--- src/hdl/rtps_pkg.sv ---
// relay table preferred select: shared types and constants
// used by rtps_front, rtps_back and the top level; no dependencies
`default_nettype none

package rtps_pkg;

   localparam int QUEUE_DEPTH = 2;
   localparam int QUEUE_PTR_W = 1;

   typedef enum logic [1:0] {
      KIND_TICK    = 2'd0,
      KIND_BEACON  = 2'd1,
      KIND_REROUTE = 2'd2,
      KIND_ISOLATE = 2'd3
   } kind_type;

   typedef enum logic [1:0] {
      STATUS_NONE     = 2'd0,
      STATUS_STORED   = 2'd1,
      STATUS_REJECTED = 2'd2,
      STATUS_FULL     = 2'd3
   } status_type;

   typedef enum logic {
      CSR_VISIBILITY_TIMEOUT = 1'b0,
      CSR_OWN_NODE_ID        = 1'b1
   } csr_index_type;

   typedef enum logic [2:0] {
      ST_IDLE,
      ST_LOOKUP,
      ST_UPDATE,
      ST_PICK,
      ST_EMIT
   } back_state_type;

   typedef struct packed {
      kind_type    kind;
      logic [31:0] now_sec;
      logic [7:0]  sender_id;
      logic [7:0]  relay_channel;
      logic [15:0] isolate_duration;
      logic        rejected;
   } item_type;

   typedef struct packed {
      logic [7:0]  relay;
      logic [7:0]  channel;
      logic [31:0] seen_at;
   } entry_type;

endpackage

`default_nettype wire

--- src/hdl/rtps_ram.sv ---
// relay table preferred select: generic single write, single read ram
// registered read data; no dependencies
`default_nettype none

module rtps_ram #(
   parameter int WIDTH  = 8,
   parameter int DEPTH  = 8,
   parameter int ADDR_W = (DEPTH > 1) ? $clog2(DEPTH) : 1
) (
   input  wire logic              clock,
   input  wire logic              write_enable,
   input  wire logic [ADDR_W-1:0] write_addr,
   input  wire logic [WIDTH-1:0]  write_data,
   input  wire logic [ADDR_W-1:0] read_addr,
   output logic      [WIDTH-1:0]  read_data
);

   logic [WIDTH-1:0] mem_ff [DEPTH];

   always_ff @(posedge clock) begin
      if (write_enable) begin
         mem_ff[write_addr] <= write_data;
      end
      read_data <= mem_ff[read_addr];
   end

endmodule

`default_nettype wire

--- src/hdl/rtps_front.sv ---
// relay table preferred select: front end, accepts and classifies transactions
// and holds them in a short queue for the back end; uses rtps_pkg
`default_nettype none

module rtps_front (
   input  wire logic              clock,
   input  wire logic              reset,
   input  wire logic              start,
   output logic                   busy,
   input  wire logic [1:0]        req_kind,
   input  wire logic [31:0]       req_now_sec,
   input  wire logic [7:0]        req_relay_id,
   input  wire logic [7:0]        req_relay_channel,
   input  wire logic              req_is_forwarder,
   input  wire logic [15:0]       req_isolate_duration,
   input  wire logic [7:0]        own_node_id,
   output logic                   head_valid,
   output rtps_pkg::item_type     head,
   input  wire logic              pop
);
   import rtps_pkg::*;

   item_type               slot_ff [QUEUE_DEPTH];
   logic [QUEUE_PTR_W-1:0] wr_ptr_ff, wr_ptr_in;
   logic [QUEUE_PTR_W-1:0] rd_ptr_ff, rd_ptr_in;
   logic [QUEUE_PTR_W:0]   fill_ff, fill_in;
   logic                   push, do_pop;
   item_type               incoming;

   always_comb begin
      incoming.kind             = kind_type'(req_kind);
      incoming.now_sec          = req_now_sec;
      incoming.sender_id        = req_relay_id;
      incoming.relay_channel    = req_relay_channel;
      incoming.isolate_duration = req_isolate_duration;
      incoming.rejected         = (kind_type'(req_kind) == KIND_BEACON) &&
                                  (!req_is_forwarder || req_relay_id == 8'd0 ||
                                   req_relay_id == own_node_id);
   end

   assign busy       = (fill_ff == (QUEUE_PTR_W + 1)'(QUEUE_DEPTH));
   assign head_valid = (fill_ff != '0);
   assign head       = slot_ff[rd_ptr_ff];
   assign push       = start && !busy;
   assign do_pop     = pop && head_valid;

   always_comb begin
      wr_ptr_in = push   ? wr_ptr_ff + 1'b1 : wr_ptr_ff;
      rd_ptr_in = do_pop ? rd_ptr_ff + 1'b1 : rd_ptr_ff;
      fill_in   = fill_ff;
      if (push && !do_pop) begin
         fill_in = fill_ff + 1'b1;
      end else if (!push && do_pop) begin
         fill_in = fill_ff - 1'b1;
      end
   end

   always_ff @(posedge clock) begin
      if (reset) begin
         wr_ptr_ff <= '0;
         rd_ptr_ff <= '0;
         fill_ff   <= '0;
      end else begin
         wr_ptr_ff <= wr_ptr_in;
         rd_ptr_ff <= rd_ptr_in;
         fill_ff   <= fill_in;
      end
   end

   always_ff @(posedge clock) begin
      if (push) begin
         slot_ff[wr_ptr_ff] <= incoming;
      end
   end

endmodule

`default_nettype wire

--- src/hdl/rtps_back.sv ---
// relay table preferred select: back end, table scans, beacon store and
// preferred relay choice; uses rtps_pkg and rtps_ram
`default_nettype none

module rtps_back #(
   parameter int TABLE_ENTRIES = 8
) (
   input  wire logic              clock,
   input  wire logic              reset,
   input  wire logic              head_valid,
   input  wire rtps_pkg::item_type head,
   output logic                   pop,
   input  wire logic [15:0]       visibility_timeout,
   output logic                   rsp_strobe,
   output logic [7:0]             rsp_preferred_relay,
   output logic [7:0]             rsp_isolated_relay,
   output logic [1:0]             rsp_status
);
   import rtps_pkg::*;

   localparam int IDX_W   = (TABLE_ENTRIES > 1) ? $clog2(TABLE_ENTRIES) : 1;
   localparam int CNT_W   = $clog2(TABLE_ENTRIES + 1);
   localparam int ENTRY_W = $bits(entry_type);

   back_state_type    state_ff, state_in;
   item_type          cur_ff;
   logic [CNT_W-1:0]  count_ff;
   logic [CNT_W-1:0]  issue_ff;
   logic              rd_valid_ff;
   logic [IDX_W-1:0]  rd_idx_ff;
   logic              match_found_ff;
   logic [IDX_W-1:0]  match_slot_ff;
   logic              pref_found_ff;
   logic [31:0]       pref_seen_ff;
   logic [7:0]        preferred_ff;
   logic [7:0]        banned_id_ff;
   logic [31:0]       banned_until_ff;
   status_type        status_ff;
   logic              have_all_ff, have_skip_ff;
   logic [7:0]        all_id_ff, skip_id_ff;
   logic [31:0]       all_seen_ff, skip_seen_ff;

   logic              scanning, issuing, scan_done;
   logic              is_beacon, table_full, store, ban_active, pref_banned;
   logic              pref_visible, keep, rotate_req;
   logic              ram_we;
   logic [IDX_W-1:0]  ram_waddr;
   entry_type         ram_wentry, rd_entry;
   logic [ENTRY_W-1:0] ram_rdata;
   logic              rd_visible, rd_candidate;
   logic [31:0]       timeout_ext, age, ban_len;

   rtps_ram #(
      .WIDTH (ENTRY_W),
      .DEPTH (TABLE_ENTRIES)
   ) u_table (
      .clock        (clock),
      .write_enable (ram_we),
      .write_addr   (ram_waddr),
      .write_data   (ram_wentry),
      .read_addr    (issue_ff[IDX_W-1:0]),
      .read_data    (ram_rdata)
   );

   assign rd_entry    = entry_type'(ram_rdata);
   assign timeout_ext = {16'd0, visibility_timeout};
   assign ban_len     = (head.isolate_duration == 16'd0) ? timeout_ext
                                                          : {16'd0, head.isolate_duration};

   // visibility and ban tests
   always_comb begin
      ban_active   = (banned_until_ff != 32'd0) && (cur_ff.now_sec < banned_until_ff);
      pref_banned  = (preferred_ff != 8'd0) && (banned_id_ff == preferred_ff) && ban_active;
      is_beacon    = (cur_ff.kind == KIND_BEACON);
      table_full   = is_beacon && !match_found_ff &&
                     (count_ff == CNT_W'(TABLE_ENTRIES));
      store        = is_beacon && !table_full;
      rotate_req   = (cur_ff.kind == KIND_REROUTE) || (cur_ff.kind == KIND_ISOLATE);
      if (store && cur_ff.sender_id == preferred_ff) begin
         pref_visible = 1'b1;
      end else begin
         pref_visible = pref_found_ff && (cur_ff.now_sec >= pref_seen_ff) &&
                        ((cur_ff.now_sec - pref_seen_ff) <= timeout_ext);
      end
      keep         = !rotate_req && pref_visible && !pref_banned;
      age          = cur_ff.now_sec - rd_entry.seen_at;
      rd_visible   = (cur_ff.now_sec >= rd_entry.seen_at) && (age <= timeout_ext);
      rd_candidate = rd_visible && !((rd_entry.relay != 8'd0) &&
                     (rd_entry.relay == banned_id_ff) && ban_active);
   end

   // control outputs
   always_comb begin
      pop        = (state_ff == ST_IDLE) && head_valid;
      scanning   = (state_ff == ST_LOOKUP) || (state_ff == ST_PICK);
      issuing    = scanning && (issue_ff < count_ff);
      scan_done  = scanning && !issuing && !rd_valid_ff;
      ram_we     = (state_ff == ST_UPDATE) && store;
      ram_waddr  = match_found_ff ? match_slot_ff : count_ff[IDX_W-1:0];
      ram_wentry.relay   = cur_ff.sender_id;
      ram_wentry.channel = cur_ff.relay_channel;
      ram_wentry.seen_at = cur_ff.now_sec;
   end

   // next state
   always_comb begin
      state_in = state_ff;
      case (state_ff)
         ST_IDLE: begin
            if (head_valid) begin
               state_in = head.rejected ? ST_EMIT : ST_LOOKUP;
            end
         end
         ST_LOOKUP: begin
            if (scan_done) begin
               state_in = ST_UPDATE;
            end
         end
         ST_UPDATE: begin
            state_in = (table_full || keep) ? ST_EMIT : ST_PICK;
         end
         ST_PICK: begin
            if (scan_done) begin
               state_in = ST_EMIT;
            end
         end
         ST_EMIT: begin
            state_in = ST_IDLE;
         end
         default: begin
            state_in = ST_IDLE;
         end
      endcase
   end

   always_ff @(posedge clock) begin
      if (reset) begin
         state_ff        <= ST_IDLE;
         count_ff        <= '0;
         issue_ff        <= '0;
         rd_valid_ff     <= 1'b0;
         preferred_ff    <= 8'd0;
         banned_id_ff    <= 8'd0;
         banned_until_ff <= 32'd0;
      end else begin
         state_ff    <= state_in;
         rd_valid_ff <= issuing;
         if (!scanning) begin
            issue_ff <= '0;
         end else if (issuing) begin
            issue_ff <= issue_ff + 1'b1;
         end
         if (pop && !head.rejected && head.kind == KIND_ISOLATE &&
             preferred_ff != 8'd0) begin
            banned_id_ff    <= preferred_ff;
            banned_until_ff <= head.now_sec + ban_len;
         end
         if (state_ff == ST_UPDATE && !table_full) begin
            if (store && !match_found_ff) begin
               count_ff <= count_ff + 1'b1;
            end
            // ban expiry checked on every update that does not find the table full
            if (banned_until_ff != 32'd0 && cur_ff.now_sec >= banned_until_ff) begin
               banned_id_ff    <= 8'd0;
               banned_until_ff <= 32'd0;
            end
         end
         if (state_ff == ST_PICK && scan_done) begin
            preferred_ff <= have_skip_ff ? skip_id_ff : (have_all_ff ? all_id_ff : 8'd0);
         end
      end
   end

   always_ff @(posedge clock) begin
      rd_idx_ff <= issue_ff[IDX_W-1:0];
      case (state_ff)
         ST_IDLE: begin
            if (pop) begin
               cur_ff         <= head;
               status_ff      <= head.rejected ? STATUS_REJECTED : STATUS_NONE;
               match_found_ff <= 1'b0;
               pref_found_ff  <= 1'b0;
            end
         end
         ST_LOOKUP: begin
            if (rd_valid_ff) begin
               if (is_beacon && !match_found_ff && rd_entry.relay == cur_ff.sender_id) begin
                  match_found_ff <= 1'b1;
                  match_slot_ff  <= rd_idx_ff;
               end
               if (preferred_ff != 8'd0 && rd_entry.relay == preferred_ff) begin
                  pref_found_ff <= 1'b1;
                  pref_seen_ff  <= rd_entry.seen_at;
               end
            end
         end
         ST_UPDATE: begin
            if (table_full) begin
               status_ff <= STATUS_FULL;
            end else if (store) begin
               status_ff <= STATUS_STORED;
            end
            have_all_ff  <= 1'b0;
            have_skip_ff <= 1'b0;
         end
         ST_PICK: begin
            if (rd_valid_ff && rd_candidate) begin
               if (!have_all_ff || rd_entry.seen_at >= all_seen_ff) begin
                  have_all_ff <= 1'b1;
                  all_id_ff   <= rd_entry.relay;
                  all_seen_ff <= rd_entry.seen_at;
               end
               if (rd_entry.relay != preferred_ff &&
                   (!have_skip_ff || rd_entry.seen_at >= skip_seen_ff)) begin
                  have_skip_ff <= 1'b1;
                  skip_id_ff   <= rd_entry.relay;
                  skip_seen_ff <= rd_entry.seen_at;
               end
            end
         end
         ST_EMIT: begin
         end
         default: begin
         end
      endcase
   end

   assign rsp_strobe          = (state_ff == ST_EMIT);
   assign rsp_preferred_relay = preferred_ff;
   assign rsp_isolated_relay  = (banned_id_ff != 8'd0 && ban_active) ? banned_id_ff : 8'd0;
   assign rsp_status          = status_ff;

endmodule

`default_nettype wire

--- src/hdl/relay_table_preferred_select_unit.sv ---
// relay table preferred select: top level with configuration registers
// instantiates rtps_front and rtps_back; uses rtps_pkg
//
// usage: a transaction is taken at a clock edge with start high and busy low.
// the front end filters beacons and queues up to two transactions, so busy
// rises only when that queue is full while the back end is working.
// the back end scans the relay table in ram, one entry per cycle: a lookup
// pass, an update cycle, and when the choice must change a second pick pass.
// one transaction is carried out at a time, so a queued one starts only
// after the result of the previous one has been emitted.
// each result is shown for exactly one cycle with rsp_strobe high; there is
// no back-pressure on the result side.
// configuration: csr_write_enable with csr_index 0 for the visibility timeout
// and 1 for the own node id, taken at once; the user must write them only
// while the block is idle, which the block itself does not enforce.
// reset empties the table and the queue, clears the preferred and isolated
// relays and loads a timeout of 10 and an own node id of 0.
`default_nettype none

module relay_table_preferred_select_unit #(
   parameter int TABLE_ENTRIES = 8
) (
   input  wire logic        clock,
   input  wire logic        reset,
   input  wire logic        start,
   output logic             busy,
   input  wire logic [1:0]  req_kind,
   input  wire logic [31:0] req_now_sec,
   input  wire logic [7:0]  req_relay_id,
   input  wire logic [7:0]  req_relay_channel,
   input  wire logic        req_is_forwarder,
   input  wire logic [15:0] req_isolate_duration,
   output logic             rsp_strobe,
   output logic [7:0]       rsp_preferred_relay,
   output logic [7:0]       rsp_isolated_relay,
   output logic [1:0]       rsp_status,
   input  wire logic        csr_write_enable,
   input  wire logic        csr_index,
   input  wire logic [15:0] csr_write_data
);
   import rtps_pkg::*;

   logic [15:0] timeout_ff;
   logic [7:0]  own_id_ff;
   logic        head_valid, pop;
   item_type    head;

   always_ff @(posedge clock) begin
      if (reset) begin
         timeout_ff <= 16'd10;
         own_id_ff  <= 8'd0;
      end else if (csr_write_enable) begin
         case (csr_index_type'(csr_index))
            CSR_VISIBILITY_TIMEOUT: begin
               timeout_ff <= csr_write_data;
            end
            CSR_OWN_NODE_ID: begin
               own_id_ff <= csr_write_data[7:0];
            end
            default: begin
            end
         endcase
      end
   end

   rtps_front u_front (
      .clock                (clock),
      .reset                (reset),
      .start                (start),
      .busy                 (busy),
      .req_kind             (req_kind),
      .req_now_sec          (req_now_sec),
      .req_relay_id         (req_relay_id),
      .req_relay_channel    (req_relay_channel),
      .req_is_forwarder     (req_is_forwarder),
      .req_isolate_duration (req_isolate_duration),
      .own_node_id          (own_id_ff),
      .head_valid           (head_valid),
      .head                 (head),
      .pop                  (pop)
   );

   rtps_back #(
      .TABLE_ENTRIES (TABLE_ENTRIES)
   ) u_back (
      .clock               (clock),
      .reset               (reset),
      .head_valid          (head_valid),
      .head                (head),
      .pop                 (pop),
      .visibility_timeout  (timeout_ff),
      .rsp_strobe          (rsp_strobe),
      .rsp_preferred_relay (rsp_preferred_relay),
      .rsp_isolated_relay  (rsp_isolated_relay),
      .rsp_status          (rsp_status)
   );

endmodule

`default_nettype wire
--- config.mk ---
export PLATFORM = sky130hd
export DESIGN_NAME = relay_table_preferred_select_unit
export DESIGN_NICKNAME = d
export VERILOG_FILES = /design/src/hdl/rtps_pkg.sv /design/src/hdl/rtps_ram.sv /design/src/hdl/rtps_front.sv /design/src/hdl/rtps_back.sv /design/src/hdl/relay_table_preferred_select_unit.sv
export SDC_FILE = /design/constraint.sdc
export NUM_CORES = 1
export LEC_CHECK = 0
export BUFFER_PORTS_ARGS = -buffer_cell sky130_fd_sc_hd__buf_2
export CAP_MARGIN = 40
export CELL_PAD_IN_SITES_DETAIL_PLACEMENT = 0
export CELL_PAD_IN_SITES_GLOBAL_PLACEMENT = 1
export CORE_AREA = 4 4 337 339
export DETAILED_ROUTE_END_ITERATION = 8
export DIE_AREA = 0 0 341 343
export PLACE_DENSITY = 0.67
export SYNTH_ARGS = -nofsm -noshare
export SYNTH_HDL_FRONTEND = slang
export SYNTH_HIERARCHICAL = 1
export SYNTH_SLANG_ARGS = --single-unit
--- constraint.sdc ---
create_clock -name clock -period 9 [get_ports clock]
set_input_delay 0.9 -clock clock [delete_from_list [all_inputs] [get_ports clock]]
set_output_delay 0.9 -clock clock [all_outputs]
set_load 0.02 [all_outputs]
**Word-level counts from Yosys, hierarchy flattened**

Memories as Yosys holds them, arrays and structs flattened. A register that Yosys moved wholly into a read port is not among the register bits.
Index checks and enable logic that the tools add are counted.

- Bits in registers: 262
- Memory bits (writable): 518
- Bits of input ports: 88
- Output and inout port bits: 20
- Word-level logic and storage cells: 208
- Memories: 2

- $add $sub $neg: 9
- Order comparisons: 9
- Eq/ne operators: 29
- Mux-type cells: 44
- Bitwise operators: 2
- Reductions and logical operators: 85

Memory list:

| name | depth | width | read ports | clocked after Yosys merged registers in | write ports | RTL line | text |
|---|---|---|---|---|---|---|---|
| u_back.u_table.mem_ff | 8 | 48 | 1 | 1 | 1 | rtps_ram.sv:18 | `logic [WIDTH-1:0] mem_ff [DEPTH];` |
| u_front.slot_ff | 2 | 67 | 1 | 1 | 1 | rtps_front.sv:23 | `item_type slot_ff [QUEUE_DEPTH];` |

Operators by type and width:

| cell | count |
|---|---|
| $ge A32 B32 Y1 | 5 |
| $mux W32 | 3 |
| $le A32 B16 Y1 | 2 |
| $sub A32 B32 Y32 | 2 |
| $eq A8 B8 Y1 | 6 |
| $mux W8 | 6 |
| $logic_and A1 B1 Y1 | 37 |
| $add A32 B32 Y32 | 1 |
| $lt A32 B32 Y1 | 1 |
| $reduce_bool A32 Y1 | 1 |
| $reduce_and A3 Y1 | 8 |
| $reduce_bool A8 Y1 | 3 |
| $mux W3 | 6 |
| $logic_not A16 Y1 | 1 |
| $mux W1 | 16 |
| $mux W16 | 1 |
| $logic_not A1 Y1 | 14 |
| $mux W2 | 6 |
| $pmux W3 S4 | 1 |
| $ne A2 B1 Y1 const B | 5 |
| $ne A2 B2 Y1 const B | 5 |
| $reduce_bool A2 Y1 | 5 |
| $add A4 B1 Y4 const B | 2 |
| $eq A2 B2 Y1 const B | 4 |
| 20 further kinds | 37 |

**Logic depth before layout (Yosys ltp)**

- Word-level depth: 12
- Gate-level depth with buffers: 24
- Gate-level depth less buffers: 24

**Hierarchy**

The synthesis kept the hierarchy.

Modules (own cells, without submodules):

| module | times used | cells each | area an instance (µm²) | seq. area each (µm²) |
|---|---|---|---|---|
| rtps_back | 1 | 1803 | 16756.1 | 6396.1 |
| rtps_ram | 1 | 616 | 15620.0 | 12492.0 |
| rtps_front | 1 | 248 | 5153.7 | 4124.0 |
| relay_table_preferred_select_unit | 1 | 100 | 1036.0 | 480.5 |

**Worst setup path after synthesis**

No wires, ideal clock.

- Kind: reg-to-reg
- Start: register u_back/cur_ff[33] (netlist bit)
- End: register u_back.have_all_ff, enable pin
- Setup time: 0.305 ns
- Arrival time: 7.315 ns
- Required time: 8.695 ns
- Setup slack: 1.380 ns
- Cell stages (with the launch flop): 24
- Path buffers: 0
- Period minus slack after synthesis: 7.620 ns
- Cells stage by stage: edfxtp_1 -> inv_1 -> ha_1 -> inv_1 -> fa_1 -> a21oi_1 -> nor2_1 -> or3_1 -> a21o_1 -> a21o_1 -> a21oi_1 -> o21bai_1 -> a31oi_1 -> xnor2_1 -> ha_1 -> nand4_1 -> nor3_1 -> nand2_1 -> o21ai_0 -> o2111ai_1 -> a2111oi_0 -> nand4_1 -> a211oi_1 -> or2_1

- Word-level cells in the longest chain between the ends: 8
- Elaborated cells on any way between the ends: 12
- Classes of those cells: add/sub: 1; order compare: 3; eq/ne: 1; reduce/logical: 7

RTL lines:

| element | RTL line | text |
|---|---|---|
| start, declared | rtps_back.sv:26 | `item_type cur_ff;` |
| start signal, assigned | rtps_back.sv:179 | `cur_ff <= head;` |
| parallel branches: the longest is 4 deep, another holds $sub A32 B32 Y32 | -- |  |
| $logic_and A1 B1 Y1 (*) | rtps_back.sv:88 | `rd_candidate = rd_visible && !((rd_entry.relay != 8'd0) &&` |
| $logic_and A1 B1 Y1 (*) | rtps_back.sv:207 | `if (rd_valid_ff && rd_candidate) begin` |
| $ne A2 B2 Y1 (no line) (*) | -- |  |
| $reduce_and A3 Y1 (no line) (*) | -- |  |
| end signal, assigned | rtps_back.sv:203 | `have_all_ff <= 1'b0;` |
| end signal, assigned | rtps_back.sv:209 | `have_all_ff <= 1'b1;` |
| end, declared | rtps_back.sv:39 | `logic have_all_ff, have_skip_ff;` |

Mark *: on every way between the ends.
A chain may end at the register's enable or synchronous reset.

**Final worst setup path**

Same ends and word-level chain as after synthesis.

==> flow_summary.json <==
{
  "finalCritPeriodShare_pct": 66.0,
  "fin_cells": 4322,
  "cts_resized": 0,
  "htree_levels": 3,
  "die_area_um2": 117000,
  "grt_use_met2_pct": 25.1,
  "area_delta_synth_final_pct": 14.2,
  "cts_made_buffers": 79,
  "worstSkewPairLatency_ns": 0.67,
  "timing.setup.tns_ns": 0,
  "globalplace.congestion": 0.887,
  "cts_sinks": 733,
  "syn-num-nets": 2945,
  "vias": 21500,
  "path_class": "flop to flop",
  "antenna_cells": 0,
  "drtAntennaViolNets": 0,
  "dp_hpwl_mm": 64.5,
  "cts_tree": "yes",
  "pwr-share-seq_pct": 42.0,
  "grt_busiest_layer": "met2",
  "hold_viol_final": 0,
  "core_um2": 110000,
  "drv_cap": 0,
  "netlist_area_um2": 35200,
  "yosysWarnings": 6,
  "pwr-share-clk_pct": 28.8,
  "track_usage_pct": 15.2,
  "grt_overflow": 0,
  "p_comb_share_pct": 29.2,
  "tightest_slew_ns": 0.876,
  "grt_max_degree": 60,
  "grt_pass1_vias": 21600,
  "slew_headroom_pct": 41.4,
  "arrival_ns": 6.32,
  "detail_route.first_pass.iterations": 5,
  "period_minus_slack_ns": 5.94,
  "layout.nets": 3073,
  "avgViaCountPerCell": 4.98,
  "die_h_um": 343,
  "required_ns": 9.37,
  "dp_slack_ns": 3.09,
  "drive_above_1_share_pct": 17.1,
  "setup_viol": 0,
  "rows": 122,
  "cts_setup_buffers": 0,
  "grtUsageMet1_pct": 21.0,
  "grt_pass1_wl_mm": 135,
  "n_fill_cell": 10600,
  "grt_util_met3_pct": 2.19,
  "wl_per_cell_um": 20.8,
  "clk_pin_slew_ns": 0.06,
  "first_iter_violations": 1792,
  "status": "complete, no violations",
  "synthCells": 2639,
  "total_leakage_power_nw": 14.4,
  "cellPowerDensity_nw_per_um2": 280,
  "io_pins": 108,
  "syn_avg_cell_area_um2": 13.3,
  "rsz0062_at_grt": "no",
  "worst_slack_ns": 3.06,
  "fin_hold_ws_ns": 0.404,
  "switchingPower_mw": 3.85,
  "portBuffers": 99,
  "die_w_um": 341,
  "clockRootBuffer": "clkbuf_16",
  "endpoint_kind": "flop",
  "drt_wl_total_mm": 89.8,
  "regArea_um2": 20700,
  "worstPathMaxFanout": 24,
  "multiInputGateArea_um2": 13300,
  "hold_buffers": 0,
  "dp_cells": 4174,
  "drc": 0,
  "clock_skew_ns": 0.0538,
  "antenna_found_initial": 3,
  "holdCritPathClass": "flop to flop",
  "start_util_pct": 31.9,
  "clock_path_buffers": 3,
  "switching_share_pct": 34.2,
  "finalPower_mw": 11.3,
  "slew_viol_final": 0,
  "ir_drop_mv": 0.173,
  "intPower_mw": 7.40,
  "fmax_mhz": 168,
  "crit_path_start_kind": "flop"
}
[flip-flops by register name, summed over array words and instances, names as in the netlist, 4 cells and up, named ones only]
signal and flops:
timeout_ff 16, u_back/banned_id_ff 8, u_back/skip_id_ff 8, u_back/pref_seen_ff 32, u_back/cur_ff 42, u_back/all_seen_ff 32, own_id_ff 8, u_front/slot_ff 118
u_back/u_table/mem_ff 320, u_back/all_id_ff 8, u_back/banned_until_ff 32, u_back/rsp_preferred_relay 8, u_back/issue_ff 4, u_back/u_table/read_data 40, u_back/skip_seen_ff 32, u_back/count_ff 4
[path summary, 6_finish.rpt]
check,from,to,slack [ns],cells past startpoint
worst max-delay path,u_back/cur_ff[33],u_back/have_all_ff,3.06,24
worst min-delay path,u_back/rd_idx_ff[0],u_back/match_slot_ff[0],0.40,0
worst max register to register,u_back/cur_ff[33],u_back/have_all_ff,3.06,24
worst min register to register,u_back/rd_idx_ff[0],u_back/match_slot_ff[0],0.40,0
[cells in the final DEF (no fill, tap or decap), types with 22 or more instances in the layout]
cell type / count
nor4_1: 27
ha_1: 215
o21ai_1: 22
a211oi_1: 37
mux2_4: 32
nand4_1: 53
inv_1: 213
nand3_1: 38
a21oi_1: 158
nor2_1: 125
nand2b_1: 48
xnor2_1: 53
xor2_1: 65
nor2b_1: 23
dfxtp_1: 128
clkbuf_16: 79
a21o_1: 56
mux4_2: 78
buf_4: 31
o21ai_0: 73
nor3_1: 33
buf_2: 100
mux2_2: 69
nand2_1: 134
edfxtp_1: 601
[metal layers]
metal	wire, µm	part of all wire (%)
met5	21	0.023
met4	2180	2.4
met3	4280	4.8
met2	42200	47
met1	41100	46
[through the flow]
stage / util [%] / cell area [µm²]
after floorplan: - / 35200
after global placement: 33.9 / 37400
after detailed placement: 34.0 / 37500
after CTS: 36.4 / 40200
after global routing: 36.4 / 40200
final: 36.4 / 40200
[worst max-delay path, stage by stage (launching register included)]
cell       delay, ns
edfxtp_1        0.50
inv_1           0.21
ha_1            0.19
inv_1           0.05
fa_1            0.41
a21oi_1         0.20
nor2_1          0.09
or3_1           0.36
a21o_1          0.20
a21o_1          0.19
a21oi_1         0.16
o21bai_1        0.11
a31oi_1         0.23
xnor2_1         0.11
ha_1            0.28
nand4_1         0.10
nor3_1          0.26
nand2_1         0.11
o21ai_0         0.09
o2111ai_1       0.15
a2111oi_0       0.43
nand4_1         0.32
a211oi_4        0.33
buf_4           0.40
or2_1           0.16
[power groups by stage]
stage          registers, mW  logic, mW  clock network [mW]
3_5_place_dp            4.80       3.26                   0
6_report                4.72       3.29                3.24
4_1_cts                 4.73       3.29                3.33
5_1_grt                 4.77       3.68                3.48
2_1_floorplan           4.51       2.49                   0
3_3_place_gp            4.81       3.24                   0
[cell type report]
cell class | count | area share [%]
flip-flops and latches | 733 | 51.5
clock inverters | 41 | 1.21
repair buffers | 137 | 2.11
inverters | 214 | 2.00
clock buffers | 107 | 5.36
well taps | 1488 | 4.63
multi-input cells | 1602 | 33.2
Note: power is estimated with default switching activity, not from simulation.
